[config.mk]
export PLATFORM = sky130hd
export DESIGN_NAME = linear_probe_hash_table_top
export DESIGN_NICKNAME = d
export VERILOG_FILES = /design/src/rtl/lpht_pkg.sv /design/src/rtl/linear_probe_hash_table_top.sv /design/src/rtl/lpht_ctrl.sv /design/src/rtl/lpht_dp.sv
export VERILOG_INCLUDE_DIRS = /design/src /design/src/rtl
export SDC_FILE = /design/constraint.sdc
export NUM_CORES = 1
export LEC_CHECK = 0
export BUFFER_PORTS_ARGS = -buffer_cell sky130_fd_sc_hd__buf_2
export CAP_MARGIN = 25
export CORE_UTILIZATION = 40
export DETAILED_ROUTE_END_ITERATION = 16
export SYNTH_ARGS = -nofsm -noshare
export SYNTH_HDL_FRONTEND = slang
export SYNTH_SLANG_ARGS = --single-unit
[constraint.sdc]
create_clock -name i_clk -period 9 [get_ports i_clk]
set_input_delay 0.45 -clock i_clk [delete_from_list [all_inputs] [get_ports i_clk]]
set_output_delay 0.45 -clock i_clk [all_outputs]
set_load 0.1 [all_outputs]
[src/rtl/assert_macros.svh]
// assertion helpers for the rtl
`ifndef ASSERT_MACROS_SVH
`define ASSERT_MACROS_SVH

// same-cycle implication, checked out of reset
`define LPHT_ASSERT_IMP(name, clk, rst_n, pre, post) \
    name: assert property (@(posedge clk) disable iff (!rst_n) (pre) |-> (post)) \
        else $error("same-cycle check failed");

// next-cycle implication, checked out of reset
`define LPHT_ASSERT_NXT(name, clk, rst_n, pre, post) \
    name: assert property (@(posedge clk) disable iff (!rst_n) (pre) |=> (post)) \
        else $error("next-cycle check failed");

`endif

[src/rtl/lpht_pkg.sv]
package lpht_pkg;

    // payload field widths
    localparam int OPCODE_W    = 2;
    localparam int KEY_W       = 31;
    localparam int IN_DATA_W   = 32;
    localparam int STATUS_W    = 2;
    localparam int SLOT_W      = 4;
    localparam int OUT_DATA_W  = 32;

    // stream data widths, padded to whole bytes
    localparam int IN_FIELDS_W  = OPCODE_W + KEY_W + IN_DATA_W;
    localparam int IN_TDATA_W   = ((IN_FIELDS_W + 7) / 8) * 8;
    localparam int OUT_FIELDS_W = STATUS_W + SLOT_W + OUT_DATA_W;
    localparam int OUT_TDATA_W  = ((OUT_FIELDS_W + 7) / 8) * 8;

    // parameter defaults
    localparam int TABLE_SIZE_DEF = 16;
    localparam int DATA_WIDTH_DEF = 32;

    // home slot reduction steps: reciprocal multiply, then subtract
    localparam int HASH_STEPS = 2;
    localparam int STEP_W     = 1;

    typedef enum logic [OPCODE_W-1:0] {
        OP_CLEAR  = 2'd0,
        OP_INSERT = 2'd1,
        OP_SEARCH = 2'd2
    } t_opcode;

    typedef enum logic [STATUS_W-1:0] {
        ST_OK   = 2'd0,
        ST_MISS = 2'd1,
        ST_FULL = 2'd2
    } t_status;

    // controller to datapath
    typedef struct packed {
        logic    accept;
        logic    hash_step;
        logic    probe_start;
        logic    probe_next;
        logic    sweep_start;
        logic    sweep_step;
        logic    write_slot;
        logic    res_set;
        t_status res_status;
        logic    res_slot;
        logic    res_data;
        logic    out_load;
    } t_cmd;

    // datapath to controller
    typedef struct packed {
        logic [OPCODE_W-1:0] op;
        logic                hash_done;
        logic                slot_valid;
        logic                key_match;
        logic                last_probe;
        logic                sweep_last;
        logic                out_free;
    } t_stat;

endpackage

[src/rtl/linear_probe_hash_table_top.sv]
// insert/search: result follows the home slot reduction and P probed slots, P = 1..TABLE_SIZE
// clear: result follows a sweep over every slot; unused opcode: a plain ok reply
// one request at a time; the next request is taken once the result sits in the output register
// cost: home slot reduction by reciprocal multiply, then one table read per probed slot
// reset: synchronous active low; a clearing pass over every slot follows with tready low
module linear_probe_hash_table_top #(
    parameter int TABLE_SIZE = lpht_pkg::TABLE_SIZE_DEF,
    parameter int DATA_WIDTH = lpht_pkg::DATA_WIDTH_DEF
) (
    input  logic                               i_clk,
    input  logic                               i_rst_n,
    // request stream
    input  logic                               i_s_axis_tvalid,
    output logic                               o_s_axis_tready,
    // opcode [1:0], key [32:2], item_data [64:33], zero fill above
    input  logic [lpht_pkg::IN_TDATA_W-1:0]    i_s_axis_tdata,
    // result stream
    output logic                               o_m_axis_tvalid,
    input  logic                               i_m_axis_tready,
    // status [1:0], slot_index [5:2], data_out [37:6], zero fill above
    output logic [lpht_pkg::OUT_TDATA_W-1:0]   o_m_axis_tdata
);
    import lpht_pkg::*;

    `include "assert_macros.svh"

    localparam int KEY_LO  = OPCODE_W;
    localparam int DATA_LO = OPCODE_W + KEY_W;

    t_cmd  cmd;
    t_stat stat;

    logic [OPCODE_W-1:0]   in_op;
    logic [KEY_W-1:0]      in_key;
    logic [IN_DATA_W-1:0]  in_data;
    logic [STATUS_W-1:0]   out_status;
    logic [SLOT_W-1:0]     out_slot;
    logic [OUT_DATA_W-1:0] out_data;

    // unpack the request fields
    assign in_op   = i_s_axis_tdata[OPCODE_W-1:0];
    assign in_key  = i_s_axis_tdata[KEY_LO +: KEY_W];
    assign in_data = i_s_axis_tdata[DATA_LO +: IN_DATA_W];

    // sequencer: sweep, hash, probe, reply
    lpht_ctrl u_ctrl (
        .i_clk      (i_clk),
        .i_rst_n    (i_rst_n),
        .i_in_valid (i_s_axis_tvalid),
        .i_in_op    (in_op),
        .o_in_ready (o_s_axis_tready),
        .i_stat     (stat),
        .o_cmd      (cmd)
    );

    // slot memory, hash unit, probe pointer and output register
    lpht_dp #(
        .TABLE_SIZE (TABLE_SIZE),
        .DATA_WIDTH (DATA_WIDTH)
    ) u_dp (
        .i_clk        (i_clk),
        .i_rst_n      (i_rst_n),
        .i_cmd        (cmd),
        .o_stat       (stat),
        .i_in_op      (in_op),
        .i_in_key     (in_key),
        .i_in_data    (in_data),
        .o_out_valid  (o_m_axis_tvalid),
        .i_out_ready  (i_m_axis_tready),
        .o_out_status (out_status),
        .o_out_slot   (out_slot),
        .o_out_data   (out_data)
    );

    // pack the result fields
    assign o_m_axis_tdata = {{(OUT_TDATA_W - OUT_FIELDS_W){1'b0}}, out_data, out_slot, out_status};

    // a result only moves into the output register when that register is free
    `LPHT_ASSERT_IMP(a_load_free, i_clk, i_rst_n, cmd.out_load, stat.out_free)
    // insert only ever writes an empty slot, and never during a sweep
    `LPHT_ASSERT_IMP(a_write_empty, i_clk, i_rst_n, cmd.write_slot, !stat.slot_valid && !cmd.sweep_step)
    // one request in flight: ready drops right after a request is taken
    `LPHT_ASSERT_NXT(a_one_req, i_clk, i_rst_n, i_s_axis_tvalid && o_s_axis_tready, !o_s_axis_tready)

endmodule

[src/rtl/lpht_ctrl.sv]
module lpht_ctrl (
    input  logic                          i_clk,
    input  logic                          i_rst_n,
    input  logic                          i_in_valid,
    input  logic [lpht_pkg::OPCODE_W-1:0] i_in_op,
    output logic                          o_in_ready,
    input  lpht_pkg::t_stat               i_stat,
    output lpht_pkg::t_cmd                o_cmd
);
    import lpht_pkg::*;

    typedef enum logic [6:0] {
        S_INIT  = 7'b0000001,
        S_IDLE  = 7'b0000010,
        S_HASH  = 7'b0000100,
        S_READ  = 7'b0001000,
        S_PROBE = 7'b0010000,
        S_CLEAR = 7'b0100000,
        S_RESP  = 7'b1000000
    } t_state;

    t_state r_state;
    t_state n_state;

    assign o_in_ready = (r_state == S_IDLE);

    always_comb begin
        n_state = r_state;
        o_cmd   = '0;
        unique case (r_state)
            S_INIT: begin
                o_cmd.sweep_step = 1'b1;
                if (i_stat.sweep_last) begin
                    n_state = S_IDLE;
                end
            end
            S_IDLE: begin
                if (i_in_valid) begin
                    o_cmd.accept = 1'b1;
                    unique case (i_in_op)
                        OP_CLEAR: begin
                            o_cmd.sweep_start = 1'b1;
                            n_state           = S_CLEAR;
                        end
                        OP_INSERT, OP_SEARCH: begin
                            n_state = S_HASH;
                        end
                        default: begin
                            // unused opcode: plain ok reply
                            o_cmd.res_set    = 1'b1;
                            o_cmd.res_status = ST_OK;
                            n_state          = S_RESP;
                        end
                    endcase
                end
            end
            S_HASH: begin
                o_cmd.hash_step = 1'b1;
                if (i_stat.hash_done) begin
                    n_state = S_READ;
                end
            end
            S_READ: begin
                o_cmd.probe_start = 1'b1;
                n_state           = S_PROBE;
            end
            S_PROBE: begin
                if (i_stat.op == OP_INSERT) begin
                    priority if (!i_stat.slot_valid) begin
                        o_cmd.write_slot = 1'b1;
                        o_cmd.res_set    = 1'b1;
                        o_cmd.res_status = ST_OK;
                        o_cmd.res_slot   = 1'b1;
                        n_state          = S_RESP;
                    end else if (i_stat.last_probe) begin
                        o_cmd.res_set    = 1'b1;
                        o_cmd.res_status = ST_FULL;
                        n_state          = S_RESP;
                    end else begin
                        o_cmd.probe_next = 1'b1;
                    end
                end else begin
                    priority if (!i_stat.slot_valid) begin
                        o_cmd.res_set    = 1'b1;
                        o_cmd.res_status = ST_MISS;
                        n_state          = S_RESP;
                    end else if (i_stat.key_match) begin
                        o_cmd.res_set    = 1'b1;
                        o_cmd.res_status = ST_OK;
                        o_cmd.res_slot   = 1'b1;
                        o_cmd.res_data   = 1'b1;
                        n_state          = S_RESP;
                    end else if (i_stat.last_probe) begin
                        o_cmd.res_set    = 1'b1;
                        o_cmd.res_status = ST_MISS;
                        n_state          = S_RESP;
                    end else begin
                        o_cmd.probe_next = 1'b1;
                    end
                end
            end
            S_CLEAR: begin
                o_cmd.sweep_step = 1'b1;
                if (i_stat.sweep_last) begin
                    o_cmd.res_set    = 1'b1;
                    o_cmd.res_status = ST_OK;
                    n_state          = S_RESP;
                end
            end
            S_RESP: begin
                if (i_stat.out_free) begin
                    o_cmd.out_load = 1'b1;
                    n_state        = S_IDLE;
                end
            end
            default: begin
                n_state = S_INIT;
            end
        endcase
    end

    always_ff @(posedge i_clk) begin
        if (!i_rst_n) begin
            r_state <= S_INIT;
        end else begin
            r_state <= n_state;
        end
    end

endmodule

[src/rtl/lpht_dp.sv]
module lpht_dp #(
    parameter int TABLE_SIZE = lpht_pkg::TABLE_SIZE_DEF,
    parameter int DATA_WIDTH = lpht_pkg::DATA_WIDTH_DEF
) (
    input  logic                             i_clk,
    input  logic                             i_rst_n,
    input  lpht_pkg::t_cmd                   i_cmd,
    output lpht_pkg::t_stat                  o_stat,
    input  logic [lpht_pkg::OPCODE_W-1:0]    i_in_op,
    input  logic [lpht_pkg::KEY_W-1:0]       i_in_key,
    input  logic [lpht_pkg::IN_DATA_W-1:0]   i_in_data,
    output logic                             o_out_valid,
    input  logic                             i_out_ready,
    output logic [lpht_pkg::STATUS_W-1:0]    o_out_status,
    output logic [lpht_pkg::SLOT_W-1:0]      o_out_slot,
    output logic [lpht_pkg::OUT_DATA_W-1:0]  o_out_data
);
    import lpht_pkg::*;

    localparam int IDX_W  = $clog2(TABLE_SIZE);
    localparam int REM_W  = IDX_W + 1;
    localparam int WORD_W = 1 + KEY_W + DATA_WIDTH;
    localparam logic [REM_W-1:0] TS_REM   = REM_W'(TABLE_SIZE);
    localparam logic [IDX_W-1:0] LAST_IDX = IDX_W'(TABLE_SIZE - 1);

    // key / TABLE_SIZE as (key * RECIP) >> QSHIFT, exact over the whole key range
    localparam int RECIP_W = KEY_W + 1;
    localparam int PROD_W  = KEY_W + RECIP_W;
    localparam int QSHIFT  = KEY_W + IDX_W;
    localparam logic [RECIP_W-1:0] RECIP =
        RECIP_W'(((64'd1 << QSHIFT) / 64'(TABLE_SIZE)) + 64'd1);

    // slot word: valid, key, payload
    logic [WORD_W-1:0] mem [TABLE_SIZE];

    logic [OPCODE_W-1:0]   r_op;
    logic [KEY_W-1:0]      r_key;
    logic [DATA_WIDTH-1:0] r_data;
    logic [PROD_W-1:0]     r_prod;
    logic [REM_W-1:0]      quo_lo;
    logic [REM_W-1:0]      r_rem;
    logic [REM_W-1:0]      n_rem;
    logic [STEP_W-1:0]     r_step;
    logic [IDX_W-1:0]      r_pos;
    logic [IDX_W-1:0]      r_cnt;
    logic [IDX_W-1:0]      next_pos;
    logic [IDX_W-1:0]      rd_addr;
    logic [WORD_W-1:0]     r_rdata;
    logic [WORD_W-1:0]     wr_word;

    logic                  rd_valid;
    logic [KEY_W-1:0]      rd_key;
    logic [DATA_WIDTH-1:0] rd_payload;

    t_status               r_res_status;
    logic [IDX_W-1:0]      r_res_slot;
    logic [DATA_WIDTH-1:0] r_res_data;

    logic                  r_out_valid;
    t_status               r_out_status;
    logic [IDX_W-1:0]      r_out_slot;
    logic [DATA_WIDTH-1:0] r_out_data;

    // home slot: key minus quotient times table size, only the low bits matter
    assign quo_lo = r_prod[QSHIFT +: REM_W];
    assign n_rem  = r_key[REM_W-1:0] - quo_lo * TS_REM;

    assign next_pos   = (r_pos == LAST_IDX) ? '0 : r_pos + 1'b1;
    assign rd_addr    = i_cmd.probe_start ? r_rem[IDX_W-1:0] : next_pos;
    assign rd_valid   = r_rdata[WORD_W-1];
    assign rd_key     = r_rdata[WORD_W-2 -: KEY_W];
    assign rd_payload = r_rdata[DATA_WIDTH-1:0];
    assign wr_word    = i_cmd.sweep_step ? '0 : {1'b1, r_key, r_data};

    always_ff @(posedge i_clk) begin
        if (i_cmd.sweep_step || i_cmd.write_slot) begin
            mem[r_pos] <= wr_word;
        end
        r_rdata <= mem[rd_addr];
    end

    // request capture and hashing
    always_ff @(posedge i_clk) begin
        if (i_cmd.accept) begin
            r_op   <= i_in_op;
            r_key  <= i_in_key;
            r_data <= DATA_WIDTH'(i_in_data);
        end else if (i_cmd.hash_step) begin
            r_prod <= PROD_W'(r_key) * PROD_W'(RECIP);
            r_rem  <= n_rem;
        end
    end

    always_ff @(posedge i_clk) begin
        if (!i_rst_n) begin
            r_step <= '0;
            r_pos  <= '0;
            r_cnt  <= '0;
        end else begin
            if (i_cmd.accept) begin
                r_step <= '0;
            end else if (i_cmd.hash_step) begin
                r_step <= r_step + 1'b1;
            end
            priority if (i_cmd.sweep_start) begin
                r_pos <= '0;
            end else if (i_cmd.probe_start) begin
                r_pos <= r_rem[IDX_W-1:0];
                r_cnt <= '0;
            end else if (i_cmd.probe_next || i_cmd.sweep_step) begin
                r_pos <= next_pos;
                r_cnt <= r_cnt + 1'b1;
            end else begin
                r_pos <= r_pos;
            end
        end
    end

    // pending result
    always_ff @(posedge i_clk) begin
        if (i_cmd.res_set) begin
            r_res_status <= i_cmd.res_status;
            r_res_slot   <= i_cmd.res_slot ? r_pos : '0;
            r_res_data   <= i_cmd.res_data ? rd_payload : '0;
        end
    end

    // output register
    always_ff @(posedge i_clk) begin
        if (!i_rst_n) begin
            r_out_valid <= 1'b0;
        end else if (i_cmd.out_load) begin
            r_out_valid <= 1'b1;
        end else if (i_out_ready) begin
            r_out_valid <= 1'b0;
        end
    end

    always_ff @(posedge i_clk) begin
        if (i_cmd.out_load) begin
            r_out_status <= r_res_status;
            r_out_slot   <= r_res_slot;
            r_out_data   <= r_res_data;
        end
    end

    assign o_out_valid  = r_out_valid;
    assign o_out_status = r_out_status;
    assign o_out_slot   = SLOT_W'(r_out_slot);
    assign o_out_data   = OUT_DATA_W'(r_out_data);

    assign o_stat.op         = r_op;
    assign o_stat.hash_done  = (r_step == STEP_W'(HASH_STEPS - 1));
    assign o_stat.slot_valid = rd_valid;
    assign o_stat.key_match  = (rd_key == r_key);
    assign o_stat.last_probe = (r_cnt == LAST_IDX);
    assign o_stat.sweep_last = (r_pos == LAST_IDX);
    assign o_stat.out_free   = !r_out_valid || i_out_ready;

endmodule

==> results of run 1 <==
logic make-up after synthesis:
kind of cell,share of synthesized area [%]
compound gates,10.7
mux,1.44
xor+xnor,0.675
buf+inv,2.16
other cells,0.00781
simple gates,8.25
flops,76.5
fa+ha+maj,0.209
state kept, by name, summed over array words and instances, names as in the netlist, 4 cells and up:
name	cells
u_dp.r_cnt	4
u_ctrl.r_state	7
u_dp.o_out_slot	4
u_dp.o_out_data	32
u_dp.r_data	32
u_dp.r_rem	4
u_dp.r_res_data	32
u_dp.r_pos	4
u_dp.r_res_slot	4
u_dp.r_key	31
u_dp.r_rdata	64
u_dp.mem	1024
layout make-up:
class                   count  area, um2  share of cell area (%)
flip-flops and latches   1250      36700                    66.7
multi-input cells        1612      10400                    18.9
clock buffers             188       3660                    6.65
well taps                1600       2000                    3.63
repair buffers            232       1750                    3.17
clock inverters            54        493                   0.895
inverters                  11       41.3                  0.0750
diodes                      1       2.50                 0.00454
tightest hold or removal path, delay by kind of cell:
kind | cells | cell delay, ns
buffers and inverters | 2 | 0.15
AOI/OAI and AO/OA | 1 | 0.06
and+or+nand+nor | 1 | 0.09
per-layer routing:
metal	vias to the layer above	GRT usage, %	wire length, um
met1	14300	29.3	55700
met2	1109	32.8	59200
li1	12400	-	-
met3	209	4.25	10300
met5	-	0	13
met4	2	6.92	3380
synthesized netlist by cell type (all sizes together), types with 3 or more instances:
library cell	number	area (um2)
o211ai	34	269
a32o	30	300
and2	51	319
a32oi	11	104
a221o	29	290
nand2b	7	43.8
inv	10	37.5
a31o	21	184
a21oi	212	1060
nor4	26	178
nor3	6	30.0
ha	8	100
or3	3	18.8
a211oi	226	1700
o21ai	37	185
a211o	93	815
mux2i	69	691
buf	86	465
dfxtp	81	1620
nand4	9	56.3
nor3b	4	30.0
xnor2	34	298
edfxtp	1169	35100
nor2b	65	407
nand2	321	1200
a31oi	9	56.3
and3	183	1140
a221oi	10	87.6
nor2	16	70.1
or4	4	30.0
nor4b	6	52.6
nand3	65	325
xor2	3	26.3
clkbuf	141	531
power breakdown:
part	internal, mW	switching, mW
registers	6.91	0.161
clock network	3.02	2.21
logic	0.807	1.73
total	10.7	4.10
final timing paths:
path	cells after the start	endpoint
min reg2reg	0	u_dp.o_out_slot[3]
min	4	u_dp.o_out_valid
max reg2reg	8	u_dp.r_rdata[50]
max	8	u_dp.r_rdata[50]
timing repair:
action / CTS / global route
hold buffers: 66 / 0
endpoints found under the hold margin: 66 / 0
setup buffers: 0 / 0
stage by stage:
| stage | util, % | std cells | hold slack [ns] |
|---|---|---|---|
| 2_1_floorplan | - | 3100 | 0.400 |
| 3_3_place_gp | 42.3 | 4631 | 0.405 |
| 3_5_place_dp | 42.3 | 4635 | 0.405 |
| 4_1_cts | 46.4 | 4943 | 0.0147 |
| 5_1_grt | 46.5 | 4947 | 0.0599 |
| 6_report | 46.5 | 4948 | 0.0756 |
==> metrics.yaml, run 1 <==
synthesis:
  synth-seq-area-share_pct: 76.5
  synth_edf_count: 1169
  syn_avg_cell_area_um2: 15.5
  netlist_instances: 3099
  yosysWarnings: 0
  synth_area_um2: 48000
  synthDistinctLibCells: 60
  synth-seq-cells: 1250
  ys_async_sr_fraction_pct: 0
  synth_ff_type: "edfxtp_1"
route:
  dr.pass1.iters: 5
  totalWireLength_mm: 129
  wl_per_cell_um: 26.0
  drtIter0Drc: 3327
  viasPerCell: 5.67
  drc_errors: 0
  via_count: 28000
  ant_nets: 0
worst_setup_path:
  r2r_setup_slack_ns: 4.42
  cpPeakStageDelay_ns: 0.83
  timing.rr.start: "u_ctrl.r_state[6]"
  worstSetupStartpoint: "u_ctrl.r_state[6]"
  worstSetupPathType: "reg -> reg"
  worstSetupStartpointType: "flip-flop"
  arrival_ns: 5.25
  crit_family: "simple AND/OR/NAND/NOR gates"
  crit_top_cell: "buf_4"
  path_cells: "or4_1 -> o21ai_0 -> and2_4 -> buf_4 -> buf_4 -> a21oi_1 -> a211oi_1 -> a211o_1"
  cp_max_fo: 56
  crit_slowest_cell: "or4_1"
  critPathBufInv: 2
  endpoint_kind: "flip-flop"
  crit_required_ns: 9.67
floorplan:
  io_pins: 118
  dieArea_um2: 121000
  row_count: 126
  initial_utilization_pct: 40.5
  core_region_area_um2: 119000
  die_x_um: 348
  die_y_um: 348
sta:
  skew_ns: 0.0343
  setup_violations: 0
  period_share_pct: 50.9
  fin_ws_ns: 4.42
  worst_pin_slew_ns: 1.32
  rsz0062_at_grt: "false"
  timing.fmax_mhz: 218
  maxSlewViolCount: 0
  hold_viol_final: 0
  final.setup.tns_ns: 0
  relSlewSlack_pct: 12.0
  layout_min_cycle_time_ns: 4.58
clocking:
  cts_resized: 0
  clk_pin_slew_ns: 0.06
  numCtsBuffers: 131
  cts_sinks: 1250
  cts_tree: "yes"
  clock-root-buffer: "clkbuf_16"
  htreeDepth: 4
  clk_latency_ns: 0.74
  cts_max_path_buffers: 3
grt:
  antenna_found_initial: 5
  gr-usage-all-layers_pct: 21.0
  overflow: 0
  grt_first_pass_wirelength_mm: 186
  grt_pass1_vias: 27200
  grt_max_degree: 227
place:
  place_ws_ns: 4.50
  post_dp_cell_area_um2: 50200
  gp_congestion: 0.766
  place.port_buffers: 108
  hpwl_mm: 60.6
outcome:
  status: "complete, no violations"
power:
  powerDensity_nw_per_um2: 269
  leakage_nw: 18.7
  peakVddDrop_v: 0.000264
  fin_total_pwr_mw: 14.8
flow_run:
  maxCapViolations: 0
worst_hold_path:
  hold_class: "in -> reg"
  hold_start: "i_m_axis_tready"
layout:
  final.fill_count: 10200
  design_area_um2: 55100
  drive_above_1_share_pct: 12.4
  final_common_cell: "edfxtp_1"
  syn2layout_area_growth_pct: 14.8
  finalNetCount: 3322
  final_cell_mix: "1169 x edfxtp_1, 316 x nand2_1, 225 x a211oi_1"
No activity file was read; power rests on OpenSTA's default activity.
==> run 2: changes to the inputs <==
clock period = 4.21 ns   (was 9 ns; I/O delays follow)
==> run 2 against run 1 <==
Total power rose by 120%; design area increased by 1.8%; combinational power up 120%; first-iteration DRC count shrank 9.3%; global-route usage is 0.071 points lower; clock skew shrank 0.0056 ns; final cell count is 1.0% higher; register-to-register slack lost 3.7 ns; die area is the same; count of clock-buffer cells in the layout grew 5; fmax rose by 30%.
==> metrics.yaml, run 2 (synthesis results as in run 1) <==
outcome:
  status: "complete, no violations"  # unchanged
sta:
  timing.fmax_mhz: 283  # was 218 MHz
  worst_pin_slew_ns: 1.44  # was 1.32 ns
  maxSlewViolCount: 0  # unchanged
  setup_violations: 0  # unchanged
  final.setup.tns_ns: 0  # unchanged
  rsz0062_at_grt: "false"  # unchanged
  skew_ns: 0.0287  # was 0.0343 ns
  relSlewSlack_pct: 3.91  # was 12.0%
  layout_min_cycle_time_ns: 3.53  # was 4.58 ns
  hold_viol_final: 0  # unchanged
  period_share_pct: 83.9  # was 50.9%
worst_hold_path:
  hold_class: "in -> reg"  # unchanged
layout:
  finalNetCount: 3368  # was 3322
  largestRegisters: "u_dp.mem (1024), u_dp.r_rdata (64)"  # unchanged
  final_cell_mix: "1169 x edfxtp_1, 316 x nand2_1, 225 x a211oi_1"  # unchanged
  drive_above_1_share_pct: 13.6  # was 12.4%
  final_common_cell: "edfxtp_1"  # unchanged
  stdcell_count: 4998  # was 4948
  regMostFlops: "u_dp.mem"  # unchanged
  syn2layout_area_growth_pct: 16.9  # was 14.8%
  largest_reg_flops: 1024  # unchanged
  finish.utilization_pct: 47.3  # was 46.5%
flow_run:
  maxCapViolations: 0  # unchanged
grt:
  grt.busiest_layer: "met2"  # unchanged
  use_met2_pct: 33.0  # was 32.8%
  grt_max_degree: 204  # was 227
  overflow: 0  # unchanged
  grt_pass1_vias: 27000  # was 27200
  antenna_found_initial: 6  # was 5
  grt_util_met3_pct: 3.66  # was 4.25%
  gr-usage-all-layers_pct: 20.9  # was 21.0%
  grt_first_pass_wirelength_mm: 186  # about the same
  use_met1_pct: 29.5  # was 29.3%
route:
  wl_per_cell_um: 25.6  # was 26.0 um
  via_count: 28000  # about the same
  dr.pass1.iters: 7  # was 5
  drc_errors: 0  # unchanged
  viasPerCell: 5.60  # was 5.67
  drtIter0Drc: 3016  # was 3327
  totalWireLength_mm: 128  # was 129 mm
  ant_nets: 0  # unchanged
worst_setup_path:
  worstSetupStartpointType: "flip-flop"  # unchanged
  crit_required_ns: 4.63  # was 9.67 ns
  worstSetupPathType: "reg -> reg"  # unchanged
  path_cells: "or4_1 -> nor3b_2 -> a21oi_1 -> nor3_1 -> and2_4 -> buf_12"  # was or4_1 -> o21ai_0 -> and2_4 -> buf_4 -> buf_4 -> a21oi_1 -> a211oi_1 -> a211o_1
  arrival_ns: 3.95  # was 5.25 ns
  cpPeakStageDelay_ns: 0.82  # was 0.83 ns
  endpoint_kind: "flip-flop"  # unchanged
  cp_max_fo: 27  # was 56
  crit_slowest_cell: "or4_1"  # unchanged
power:
  peakVddDrop_v: 0.000399  # was 0.000264 V
  swShare_pct: 27.3  # was 27.6%
  powerDensity_nw_per_um2: 579  # was 269 nW/um2
  p_seq_share_pct: 46.5  # was 47.7%
  leakage_nw: 19.1  # was 18.7 nW
  comb_power_share_pct: 17.4  # was 17.1%
  clockPowerShare_pct: 36.0  # was 35.3%
  p_sw_mw: 8.87  # was 4.10 mW
  p_int_mw: 23.6  # was 10.7 mW
floorplan:
  die_x_um: 348  # unchanged
  initial_utilization_pct: 40.5  # unchanged
  core_region_area_um2: 119000  # unchanged
  io_pins: 118  # unchanged
  die_y_um: 348  # unchanged
  dieArea_um2: 121000  # unchanged
  row_count: 126  # unchanged
clocking:
  cts_sinks: 1250  # unchanged
  cts_tree: "yes"  # unchanged
  numCtsBuffers: 135  # was 131
  cts_resized: 0  # unchanged
  clk_latency_ns: 0.75  # was 0.74 ns
  cts_setup_buffers: 0  # unchanged
  clock-root-buffer: "clkbuf_16"  # unchanged
  cts_max_path_buffers: 3  # unchanged
  htreeDepth: 4  # unchanged
  clk_pin_slew_ns: 0.06  # about the same
place:
  hpwl_mm: 64.8  # was 60.6 mm
  place.port_buffers: 108  # unchanged
  placed_cells: 4676  # was 4635
  gp_congestion: 0.790  # was 0.766
run 2: final cells by class:
type	count	area, um2
tap	1600	2000
inverter	11	41.3
sequential	1250	36700
fill	10200	62500
clock inverter	57	567
timing repair buffer	274	2490
multi-input combinational	1612	10400
antenna	1	2.50
clock buffer	193	3830
run 2: worst max-delay path, delay by kind of cell (launching register included):
kind / cells / cell delay, ns
AND/OR/NAND/NOR: 4 / 2.28
flip-flops: 1 / 0.39
AO/OA/AOI/OAI: 1 / 0.20
buffers and inverters: 1 / 0.30
run 2: stage by stage:
stage	cell area, um2	hold WS [ns]	power, mW	setup slack (ns)
4_1_cts	56100	0.126	32.7	0.685
6_report	56100	0.174	32.4	0.679
5_1_grt	56100	0.159	33.6	0.470
3_5_place_dp	51000	0.389	20.9	0.704
3_3_place_gp	51000	0.388	20.9	0.784
2_1_floorplan	48000	0.282	18.7	0.346
run 2: final timing paths:
path / start / slack (ns) / cells after the start / endpoint
setup / recovery: u_ctrl.r_state[6] / 0.68 / 6 / u_dp.mem[1][59]
hold / removal: i_s_axis_tdata[4] / 0.17 / 2 / u_dp.r_key[2]
setup reg to reg: u_ctrl.r_state[6] / 0.68 / 6 / u_dp.mem[1][59]
hold reg to reg: u_dp.r_res_data[22] / 0.41 / 0 / u_dp.o_out_data[22]
run 2: per-layer routing:
layer	wire length [um]	part of all wire, %
met5	0	0
met4	3150	2.5
met3	9400	7.3
met2	60100	47
met1	55400	43
run 2: power groups by stage:
stage	clock (mW)	sequential, mW	combinational, mW
5_1_grt	12.3	15.2	6.07
3_5_place_dp	0	15.4	5.59
2_1_floorplan	0	15.2	3.52
3_3_place_gp	0	15.3	5.56
6_report	11.7	15.1	5.66
4_1_cts	11.9	15.1	5.67
run 2: repair_timing:
item                                   4_1_cts  5_1_grt
setup endpoints to repair                    0        0
endpoints found under the hold margin       78        0
hold buffers                                68        0
